$ cat config.mk
export PLATFORM = sky130hd
export DESIGN_NAME = sha256_stream_hasher
export DESIGN_NICKNAME = d
export VERILOG_FILES = /design/src/hdl/sha_pkg.sv /design/src/hdl/sha_ctrl.sv /design/src/hdl/sha_dp.sv /design/src/hdl/sha256_stream_hasher.sv
export SDC_FILE = /design/constraint.sdc
export NUM_CORES = 2
export LEC_CHECK = 0
export ABC_AREA = 1
export ABC_CLOCK_PERIOD_IN_PS = 18000
export CORE_UTILIZATION = 43
export DETAILED_ROUTE_END_ITERATION = 8
export DONT_BUFFER_PORTS = 1
export HOLD_SLACK_MARGIN = 0.06
export PLACE_DENSITY = 0.58
export SLEW_MARGIN = 10
export SYNTH_ARGS = -nofsm -noshare
export SYNTH_HDL_FRONTEND = slang
export SYNTH_SLANG_ARGS = --single-unit
$ cat constraint.sdc
create_clock -name clk -period 18 [get_ports clk]
set_input_delay 0.9 -clock clk [delete_from_list [all_inputs] [get_ports clk]]
set_output_delay 0.9 -clock clk [all_outputs]
set_load 0.01 [all_outputs]
$ cat src/hdl/sha_pkg.sv
// Shared types, command struct, round constants and initial hash values for the SHA-256 hasher.
package sha_pkg;

  typedef enum logic [1:0] {
    SRC_IN   = 2'd0,
    SRC_MARK = 2'd1,
    SRC_ZERO = 2'd2,
    SRC_LEN  = 2'd3
  } byte_src_t;

  typedef struct packed {
    logic      shift_en;
    byte_src_t src;
    logic [2:0] len_idx;
    logic      count_en;
    logic      load_v;
    logic      round_en;
    logic [5:0] round;
    logic      add_chain;
    logic      init;
    logic [1:0] part;
  } dp_cmd_t;

  localparam logic [7:0] PAD_MARK = 8'h80;
  localparam logic [5:0] LEN_START = 6'd56;
  localparam logic [5:0] BLOCK_LAST = 6'd63;
  localparam logic [5:0] ROUND_LAST = 6'd63;
  localparam logic [1:0] PART_LAST = 2'd3;

  localparam logic [31:0] H_INIT [0:7] = '{
    32'h6a09e667, 32'hbb67ae85, 32'h3c6ef372, 32'ha54ff53a,
    32'h510e527f, 32'h9b05688c, 32'h1f83d9ab, 32'h5be0cd19
  };

  function automatic logic [31:0] round_k(input logic [5:0] idx);
    logic [31:0] k;
    case (idx)
      6'd0:  k = 32'h428a2f98;  6'd1:  k = 32'h71374491;
      6'd2:  k = 32'hb5c0fbcf;  6'd3:  k = 32'he9b5dba5;
      6'd4:  k = 32'h3956c25b;  6'd5:  k = 32'h59f111f1;
      6'd6:  k = 32'h923f82a4;  6'd7:  k = 32'hab1c5ed5;
      6'd8:  k = 32'hd807aa98;  6'd9:  k = 32'h12835b01;
      6'd10: k = 32'h243185be;  6'd11: k = 32'h550c7dc3;
      6'd12: k = 32'h72be5d74;  6'd13: k = 32'h80deb1fe;
      6'd14: k = 32'h9bdc06a7;  6'd15: k = 32'hc19bf174;
      6'd16: k = 32'he49b69c1;  6'd17: k = 32'hefbe4786;
      6'd18: k = 32'h0fc19dc6;  6'd19: k = 32'h240ca1cc;
      6'd20: k = 32'h2de92c6f;  6'd21: k = 32'h4a7484aa;
      6'd22: k = 32'h5cb0a9dc;  6'd23: k = 32'h76f988da;
      6'd24: k = 32'h983e5152;  6'd25: k = 32'ha831c66d;
      6'd26: k = 32'hb00327c8;  6'd27: k = 32'hbf597fc7;
      6'd28: k = 32'hc6e00bf3;  6'd29: k = 32'hd5a79147;
      6'd30: k = 32'h06ca6351;  6'd31: k = 32'h14292967;
      6'd32: k = 32'h27b70a85;  6'd33: k = 32'h2e1b2138;
      6'd34: k = 32'h4d2c6dfc;  6'd35: k = 32'h53380d13;
      6'd36: k = 32'h650a7354;  6'd37: k = 32'h766a0abb;
      6'd38: k = 32'h81c2c92e;  6'd39: k = 32'h92722c85;
      6'd40: k = 32'ha2bfe8a1;  6'd41: k = 32'ha81a664b;
      6'd42: k = 32'hc24b8b70;  6'd43: k = 32'hc76c51a3;
      6'd44: k = 32'hd192e819;  6'd45: k = 32'hd6990624;
      6'd46: k = 32'hf40e3585;  6'd47: k = 32'h106aa070;
      6'd48: k = 32'h19a4c116;  6'd49: k = 32'h1e376c08;
      6'd50: k = 32'h2748774c;  6'd51: k = 32'h34b0bcb5;
      6'd52: k = 32'h391c0cb3;  6'd53: k = 32'h4ed8aa4a;
      6'd54: k = 32'h5b9cca4f;  6'd55: k = 32'h682e6ff3;
      6'd56: k = 32'h748f82ee;  6'd57: k = 32'h78a5636f;
      6'd58: k = 32'h84c87814;  6'd59: k = 32'h8cc70208;
      6'd60: k = 32'h90befffa;  6'd61: k = 32'ha4506ceb;
      6'd62: k = 32'hbef9a3f7;  6'd63: k = 32'hc67178f2;
      default: k = 32'h0;
    endcase
    return k;
  endfunction

endpackage

$ cat src/hdl/sha_ctrl.sv
// Controller state machine: byte intake, padding, round sequencing and digest output.
module sha_ctrl
  import sha_pkg::*;
(
  input  logic       clk,
  input  logic       rst_n,
  input  logic       in_tvalid,
  input  logic       in_tuser,
  input  logic       in_tlast,
  output logic       in_tready,
  output logic       out_tvalid,
  input  logic       out_tready,
  output logic [1:0] out_tuser,
  output logic       out_tlast,
  output dp_cmd_t    cmd
);

  typedef enum logic [4:0] {
    ST_ACC  = 5'b00001,
    ST_PAD  = 5'b00010,
    ST_COMP = 5'b00100,
    ST_UPD  = 5'b01000,
    ST_OUT  = 5'b10000
  } state_t;

  state_t     state_r, state_nxt;
  logic [5:0] fill_r, fill_nxt;
  logic [5:0] rnd_r, rnd_nxt;
  logic [1:0] part_r, part_nxt;
  logic       pad_r, pad_nxt;
  logic       first_r, first_nxt;
  logic       len_ok_r, len_ok_nxt;

  always_ff @(posedge clk) begin
    if (!rst_n) begin
      state_r  <= ST_ACC;
      fill_r   <= '0;
      rnd_r    <= '0;
      part_r   <= '0;
      pad_r    <= 1'b0;
      first_r  <= 1'b0;
      len_ok_r <= 1'b0;
    end else begin
      state_r  <= state_nxt;
      fill_r   <= fill_nxt;
      rnd_r    <= rnd_nxt;
      part_r   <= part_nxt;
      pad_r    <= pad_nxt;
      first_r  <= first_nxt;
      len_ok_r <= len_ok_nxt;
    end
  end

  always_comb begin
    state_nxt    = state_r;
    fill_nxt     = fill_r;
    rnd_nxt      = rnd_r;
    part_nxt     = part_r;
    pad_nxt      = pad_r;
    first_nxt    = first_r;
    len_ok_nxt   = len_ok_r;
    in_tready    = 1'b0;
    out_tvalid   = 1'b0;
    cmd          = '0;
    cmd.src      = SRC_IN;
    cmd.len_idx  = fill_r[2:0];
    cmd.round    = rnd_r;
    cmd.part     = part_r;
    case (state_r)
      ST_ACC: begin
        in_tready = 1'b1;
        if (in_tvalid) begin
          if (in_tuser) begin
            cmd.shift_en = 1'b1;
            cmd.count_en = 1'b1;
            fill_nxt     = fill_r + 6'd1;
          end
          if (in_tlast) begin
            pad_nxt   = 1'b1;
            first_nxt = 1'b1;
          end
          if (in_tuser && fill_r == BLOCK_LAST) begin
            cmd.load_v = 1'b1;
            rnd_nxt    = '0;
            state_nxt  = ST_COMP;
          end else if (in_tlast) begin
            state_nxt = ST_PAD;
          end
        end
      end
      ST_PAD: begin
        cmd.shift_en = 1'b1;
        if (first_r) begin
          cmd.src = SRC_MARK;
        end else if (fill_r >= LEN_START && len_ok_r) begin
          cmd.src = SRC_LEN;
        end else begin
          cmd.src = SRC_ZERO;
        end
        first_nxt = 1'b0;
        if (first_r && fill_r < LEN_START) begin
          len_ok_nxt = 1'b1;
        end
        fill_nxt = fill_r + 6'd1;
        if (fill_r == BLOCK_LAST) begin
          cmd.load_v = 1'b1;
          rnd_nxt    = '0;
          state_nxt  = ST_COMP;
        end
      end
      ST_COMP: begin
        cmd.round_en = 1'b1;
        rnd_nxt      = rnd_r + 6'd1;
        if (rnd_r == ROUND_LAST) begin
          state_nxt = ST_UPD;
        end
      end
      ST_UPD: begin
        cmd.add_chain = 1'b1;
        if (pad_r && len_ok_r) begin
          part_nxt  = '0;
          state_nxt = ST_OUT;
        end else if (pad_r) begin
          len_ok_nxt = 1'b1;
          state_nxt  = ST_PAD;
        end else begin
          state_nxt = ST_ACC;
        end
      end
      ST_OUT: begin
        out_tvalid = 1'b1;
        if (out_tready) begin
          part_nxt = part_r + 2'd1;
          if (part_r == PART_LAST) begin
            cmd.init   = 1'b1;
            pad_nxt    = 1'b0;
            first_nxt  = 1'b0;
            len_ok_nxt = 1'b0;
            fill_nxt   = '0;
            state_nxt  = ST_ACC;
          end
        end
      end
      default: begin
        state_nxt = ST_ACC;
      end
    endcase
  end

  assign out_tuser = part_r;
  assign out_tlast = (part_r == PART_LAST);

endmodule

$ cat src/hdl/sha_dp.sv
// Datapath: block shift buffer and schedule window, round unit, chaining value and bit counter.
module sha_dp
  import sha_pkg::*;
(
  input  logic        clk,
  input  logic        rst_n,
  input  dp_cmd_t     cmd,
  input  logic [7:0]  in_byte,
  output logic [63:0] digest_part
);

  logic [511:0] blk_r;
  logic [31:0]  v_r [0:7];
  logic [31:0]  chain_r [0:7];
  logic [63:0]  bits_r;

  logic [7:0]  byte_in;
  logic [31:0] w0, w1, w9, w14, w_new, s0, s1;
  logic [31:0] a, b, c, d, e, f, g, h;
  logic [31:0] t1, t2, big_s0, big_s1, ch, maj;

  always_comb begin
    case (cmd.src)
      SRC_IN:   byte_in = in_byte;
      SRC_MARK: byte_in = PAD_MARK;
      SRC_LEN:  byte_in = bits_r[{~cmd.len_idx, 3'b000} +: 8];
      default:  byte_in = 8'h00;
    endcase
  end

  assign w0  = blk_r[511:480];
  assign w1  = blk_r[479:448];
  assign w9  = blk_r[223:192];
  assign w14 = blk_r[63:32];
  assign s0  = {w1[6:0], w1[31:7]} ^ {w1[17:0], w1[31:18]} ^ {3'b000, w1[31:3]};
  assign s1  = {w14[16:0], w14[31:17]} ^ {w14[18:0], w14[31:19]} ^ {10'd0, w14[31:10]};
  assign w_new = w0 + s0 + w9 + s1;

  assign a = v_r[0];
  assign b = v_r[1];
  assign c = v_r[2];
  assign d = v_r[3];
  assign e = v_r[4];
  assign f = v_r[5];
  assign g = v_r[6];
  assign h = v_r[7];
  assign big_s1 = {e[5:0], e[31:6]} ^ {e[10:0], e[31:11]} ^ {e[24:0], e[31:25]};
  assign big_s0 = {a[1:0], a[31:2]} ^ {a[12:0], a[31:13]} ^ {a[21:0], a[31:22]};
  assign ch  = (e & f) ^ (~e & g);
  assign maj = (a & b) ^ (a & c) ^ (b & c);
  assign t1  = h + big_s1 + ch + round_k(cmd.round) + w0;
  assign t2  = big_s0 + maj;

  always_ff @(posedge clk) begin
    if (cmd.shift_en) begin
      blk_r <= {blk_r[503:0], byte_in};
    end else if (cmd.round_en) begin
      blk_r <= {blk_r[479:0], w_new};
    end
  end

  always_ff @(posedge clk) begin
    if (cmd.load_v) begin
      for (int i = 0; i < 8; i++) begin
        v_r[i] <= chain_r[i];
      end
    end else if (cmd.round_en) begin
      v_r[0] <= t1 + t2;
      v_r[1] <= a;
      v_r[2] <= b;
      v_r[3] <= c;
      v_r[4] <= d + t1;
      v_r[5] <= e;
      v_r[6] <= f;
      v_r[7] <= g;
    end
  end

  always_ff @(posedge clk) begin
    if (!rst_n || cmd.init) begin
      for (int i = 0; i < 8; i++) begin
        chain_r[i] <= H_INIT[i];
      end
      bits_r <= '0;
    end else begin
      if (cmd.add_chain) begin
        for (int i = 0; i < 8; i++) begin
          chain_r[i] <= chain_r[i] + v_r[i];
        end
      end
      if (cmd.count_en) begin
        bits_r <= bits_r + 64'd8;
      end
    end
  end

  assign digest_part = {chain_r[{cmd.part, 1'b0}], chain_r[{cmd.part, 1'b1}]};

endmodule

$ cat src/hdl/sha256_stream_hasher.sv
// Top level of the SHA-256 stream hasher: controller and datapath joined by the command struct.
//
//   channel | direction | tdata            | tuser             | tlast
//   in_     | request   | [7:0] data_byte  | [0] byte_valid    | end_of_message
//   out_    | result    | [63:0] digest    | [1:0] part_number | last_part
//
// A message byte is taken every cycle while a block fills; the 64th byte of a block holds
// the input while the single round unit runs 64 rounds and the chaining value is updated.
// An end mark pads one byte per cycle to the block end, runs one or two compressions,
// then offers four digest parts, one per cycle while out_tready is high.
// Synchronous active-low reset loads the initial hash values and clears the counters.
// A stalled out_tready holds the current part and blocks further requests.
module sha256_stream_hasher
  import sha_pkg::*;
(
  input  logic        clk,
  input  logic        rst_n,
  input  logic        in_tvalid,
  output logic        in_tready,
  input  logic [7:0]  in_tdata,   // [7:0] data_byte
  input  logic        in_tuser,   // [0] byte_valid
  input  logic        in_tlast,
  output logic        out_tvalid,
  input  logic        out_tready,
  output logic [63:0] out_tdata,  // [63:0] digest_part
  output logic [1:0]  out_tuser,  // [1:0] part_number
  output logic        out_tlast
);

  dp_cmd_t cmd;

  sha_ctrl u_ctrl (
    .clk        (clk),
    .rst_n      (rst_n),
    .in_tvalid  (in_tvalid),
    .in_tuser   (in_tuser),
    .in_tlast   (in_tlast),
    .in_tready  (in_tready),
    .out_tvalid (out_tvalid),
    .out_tready (out_tready),
    .out_tuser  (out_tuser),
    .out_tlast  (out_tlast),
    .cmd        (cmd)
  );

  sha_dp u_dp (
    .clk         (clk),
    .rst_n       (rst_n),
    .cmd         (cmd),
    .in_byte     (in_tdata),
    .digest_part (out_tdata)
  );

endmodule

# Yosys cells after proc, flatten, opt, wreduce, memory -nomap -nowiden
# Memory sizes are Yosys's and may differ from the RTL's. A register that Yosys moved wholly into a read port is not among the register bits.
# Cells that the tools add are included.
# classes
n_lt_le_gt_ge,2
addsub,22
div,0
n_reduce_logical,20
shift,1
mul,0
n_eq_ne,23
n_bitwise,34
muxes,85
# ops
operator,count
2-to-1 mux 512 bit,2
adder 32 bit,18
2-to-1 mux 32 bit,16
bitwise XOR 32 bit,9
AND 32 bit,5
adder 64 x 4 -> 64 bit (second input constant),1
variable part select 64 x 7 -> 8 bit,1
2-to-1 mux 6 bit,9
2-to-1 mux 5 bit,8
one-hot mux 6 bit (3 select lines),2
inverter 32 bit,1
bitwise XOR 32 x 22 -> 32 bit,1
bitwise XOR 32 x 29 -> 32 bit,1
2-to-1 mux 1 bit,30
one-hot mux 5 bit (5 select lines),1
one-hot mux 8 bit (3 select lines),1
bitwise OR 1 bit,16
AND reduction 5 bit,3
adder 6 x 1 -> 6 bit (second input constant),2
== test 6 bit (second input constant),2
2-to-1 mux 2 bit,6
2-to-1 mux 3 bit,4
!= test 2 x 1 -> 1 bit (second input constant),6
!= test 2 bit (second input constant),6
other kinds (24),36
# totals
rom_bits,2048
regBits,598
ram_bits,512
latch_bits,0
word_cells,199
out_inout_bits,69
n_memories,3
in_bits,14
# mem_list
memory,depth,width,read_ports,rd_clocked_by_memory_dff,write_ports,line_no,text
(no name shown),64,32,1,1,0,sha_pkg.sv:37,case (idx)
u_dp.chain_r,8,32,10,2,8,sha_dp.sv:14,logic [31:0] chain_r [0:7];
u_dp.v_r,8,32,8,0,8,sha_dp.sv:13,logic [31:0] v_r [0:7];

# Logic depth before layout (Yosys ltp)
# An unclocked memory read counts as a cell.
# logic_depth
word_depth,9
mapped_depth,35

# Hierarchy
# From an unflattened synthesis, not the netlist that was laid out.
# unflattened
hier_cells,10082
hier_area_um2,79896.6
# modules_own_cells
mod,cells_each,n_inst,area_per_inst_um2,seq_area_each_um2
sha_dp,9852,1,78336.4,31970.7
sha_ctrl,230,1,1560.2,440.4

# Worst setup path after synthesis
# Ideal clock, no wire load.
# synth_path
path_type,input port to flip-flop
start,input port in_tvalid
end,"register u_dp.blk_r[0], enable pin"
slack_ps,4146
required_time_ps,14367
cell_stages,6
t_arrival_ps,10220
path_cell_list,nand2_1 -> nor2_4 -> nor2_1 -> clkbuf_1 -> clkbuf_1 -> nand2_1
# synth_between
elab_chain_cells,3
# synth_rtl
element,line_no,text
"start, declared",sha256_stream_hasher.sv:18,"input logic in_tvalid,"
2-to-1 mux 1 bit,sha_ctrl.sv:72,if (in_tvalid) begin
one-hot mux 1 bit (2 select lines),sha_ctrl.sv:69,case (state_r)
nonzero test 2 bit (no source line),--,
"end signal, assigned",sha_dp.sv:56,"blk_r <= {blk_r[503:0], byte_in};"
"end signal, assigned",sha_dp.sv:58,"blk_r <= {blk_r[479:0], w_new};"
"end, declared",sha_dp.sv:12,logic [511:0] blk_r;
# Every way passes these cells.
# A chain may end at the register's enable or synchronous reset.

==> results.sh <==
export IMPL_synth_edf_count=1024
export IMPL_period_needed_ns=7.47
export IMPL_synth_seq_cells=1141
export IMPL_synth_cells=10061
export IMPL_die_w_microns=435
export IMPL_required_ns=18.57
export IMPL_ys_seq_area_frac=0.410
export IMPL_layout_commonest_cell="nand2_1"
export IMPL_htreeDepth=4
export IMPL_synth_area_top_cells="edfxtp_1, nand2_1, ha_1"
export IMPL_antenna_found_initial=22
export IMPL_grt_pass1_vias=68835
export IMPL_hold_viol_final=0
export IMPL_grt_max_degree=193
export IMPL_grt_overflow_total=0
export IMPL_worstHoldStart="rst_n"
export IMPL_routed_wl_mm=341
export IMPL_syn_to_final_growth_pct=8.19
export IMPL_yosys_most_used_dff="edfxtp_1"
export IMPL_nFillCells=18591
export IMPL_path_class="reg2reg"
export IMPL_finalNonFillerCells=12459
export IMPL_outcome="completed"
export IMPL_crit_path_start="u_dp.v_r[1][4]$_DFFE_PP_"
export IMPL_cts_sinks=1141
export IMPL_cts_hold_buf=0
export IMPL_via_per_inst=5.85
export IMPL_synth_top_area_cell="edfxtp_1"
export IMPL_portBuffers=0
export IMPL_multiInputGateArea_sq_mm=0.0423
export IMPL_drtIter0Drc=8947
export IMPL_setup_worst_path_end_class="register"
export IMPL_worst_pin_slew_ns=1.27
export IMPL_hp_class="in2reg"
export IMPL_clock_fmax_mhz=134
export IMPL_startpoint_type="register"
export IMPL_crit_fanout=5
export IMPL_layout_drive_gt1_share=0.0430
export IMPL_reg2reg_setup_slack_ns=10.53
export IMPL_tns_ns=0
export IMPL_die_h_microns=435
export IMPL_num_io_pins=83
export IMPL_async_flop_share=0
export IMPL_cts_clk_slew_worst_paths_ns=0.06
export IMPL_dp_cells=12194
export IMPL_cts_buffers=143
export IMPL_wl_per_cell_microns=27.4
export IMPL_cp_arrival_ns=8.03
export IMPL_skew_ns=0.0513
export IMPL_core_sq_mm=0.186
export IMPL_rows=158
export IMPL_cts_path_max_buffers=3
export IMPL_final_nets=10461
export IMPL_rr_startpoint="u_dp.v_r[1][4]$_DFFE_PP_"
export IMPL_track_usage=0.352
export IMPL_syn_nets=10663
export IMPL_rsz0062_at_grt="false"
export IMPL_seq_area_sq_mm=0.0331
export IMPL_r2r_end="u_dp.v_r[0][22]$_DFFE_PP_"
export IMPL_cap_violations=0
export IMPL_cts_setup_buffers=0
export IMPL_gp_congestion=1.10
export IMPL_ys_types=60
export IMPL_clk_latency_ns=0.83
export IMPL_syn_cell_area_sq_mm=0.0807
export IMPL_cts_resized=0
export IMPL_max_slew_margin=0.145
export IMPL_setup_viol_count_final=0
export IMPL_layout_common_cells="nand2_1, edfxtp_1, inv_1"
export IMPL_cts_root_buf="clkbuf_16"
export IMPL_drt_pass1_iterations=6
export IMPL_ff2ff_path_depth=23
export IMPL_synth_top_area_frac=0.381
export IMPL_slew_viol_final=0
export IMPL_vias=72929
export IMPL_initial_core_util=0.434
export IMPL_cts_tree="built"
export IMPL_finalCritPeriodShare=0.415
export IMPL_ant_nets=0
export IMPL_cp_endpoint="u_dp.v_r[0][22]$_DFFE_PP_"
export IMPL_dieArea_sq_mm=0.189
export IMPL_ys_warn_count=0
export IMPL_dp_final_hpwl_mm=266
export IMPL_avgSynthCellArea_sq_um=8.02
export IMPL_drc=0
export IMPL_grt_pass1_wl_mm=487
-- registers in the layout, summed over array words and instances, names as in the netlist, named ones only --
name	flops
u_ctrl.state_r	5
u_ctrl.rnd_r	6
u_dp.chain_r	256
u_dp.blk_r	512
u_ctrl.out_tuser	2
u_ctrl.first_r	1
u_dp.v_r	256
u_ctrl.len_ok_r	1
u_ctrl.fill_r	6
u_dp.bits_r	61
u_ctrl.pad_r	1
-- critical path, cell delays in order, from the launching register on --
cell      delay [ns]
edfxtp_1        0.51
mux2i_1         0.55
fa_1            0.52
inv_1           0.09
fa_1            0.45
fa_1            0.39
ha_1            0.36
a21oi_1         0.25
a21boi_0        0.34
o21ai_0         0.20
a21oi_1         0.32
o21ai_0         0.20
xor2_1          0.52
fa_1            0.51
ha_1            0.38
nand2_1         0.09
nor2_1          0.26
nand4_1         0.11
o21ai_0         0.49
a21oi_1         0.23
o21ai_0         0.22
nand2_1         0.07
nand3_1         0.08
nand2_1         0.06
-- area by class of cell --
| type | count | share of cell area |
|---|---|---|
| clock inverters | 74 | 0.00984 |
| multi-input cells | 7515 | 0.484 |
| inverters | 1007 | 0.0434 |
| diodes | 10 | 0.000287 |
| flip-flops and latches | 1141 | 0.379 |
| repair buffers | 51 | 0.00467 |
| well taps | 2480 | 0.0355 |
| clock buffers | 181 | 0.0433 |
-- layer usage --
metal  track usage  up-vias  share of wire
met5             0        -        0.00052
met3        0.0884      758           0.10
met2         0.529     3514           0.43
li1              -    33389              -
met1         0.467    35244           0.41
met4         0.180       24          0.060
-- logic make-up after synthesis --
kind of cell | after synthesis | share of synthesized area
xor gates and xnor gates | 364 | 0.0395
DFF | 1141 | 0.410
muxes | 83 | 0.0113
adders and majority gates | 595 | 0.110
buffers and inverters | 1405 | 0.0670
AOI/OAI and AO/OA | 1823 | 0.126
and+or+nand+nor | 4650 | 0.236
-- worst min-delay path by stage --
| stage | endpoint | slack [ns] | cells after the start |
|---|---|---|---|
| after floorplan | u_ctrl.fill_r[5]$_SDFFE_PN0P_ | 0.42 | 2 |
| after global placement | u_ctrl.fill_r[5]$_SDFFE_PN0P_ | 0.43 | 2 |
| after detailed placement | u_ctrl.fill_r[5]$_SDFFE_PN0P_ | 0.44 | 2 |
| after CTS | u_ctrl.state_r[0]$_SDFFE_PN1P_ | 0.13 | 1 |
| after global routing | u_ctrl.state_r[0]$_SDFFE_PN1P_ | 0.16 | 1 |
| final | u_ctrl.state_r[0]$_SDFFE_PN1P_ | 0.19 | 1 |
-- through the flow --
step | utilization | area (sq um) | hold slack, ns | setup WS (ns)
2_1_floorplan | - | 80700 | 0.424 | 4.15
3_3_place_gp | 0.445 | 82700 | 0.433 | 10.89
3_5_place_dp | 0.445 | 82700 | 0.442 | 10.75
4_1_cts | 0.470 | 87300 | 0.135 | 10.72
5_1_grt | 0.470 | 87300 | 0.160 | 10.24
6_report | 0.470 | 87300 | 0.191 | 10.53
-- synth_stat cells, drive strengths merged, types with 62 or more instances --
cell type	n
nor2	704
nand4	150
xnor2	171
nand3	534
mux2	62
o21a	62
edfxtp	1024
nor3	97
clkbuf	300
o22ai	65
a21o	70
inv	1004
nand2	3053
fa	195
o21ai	746
a21oi	656
xor2	193
buf	98
dfxtp	117
ha	393
Power is left out: the tool's default activity adds up to more than one toggle a clock period on the data nets, which glitch-free logic cannot reach.
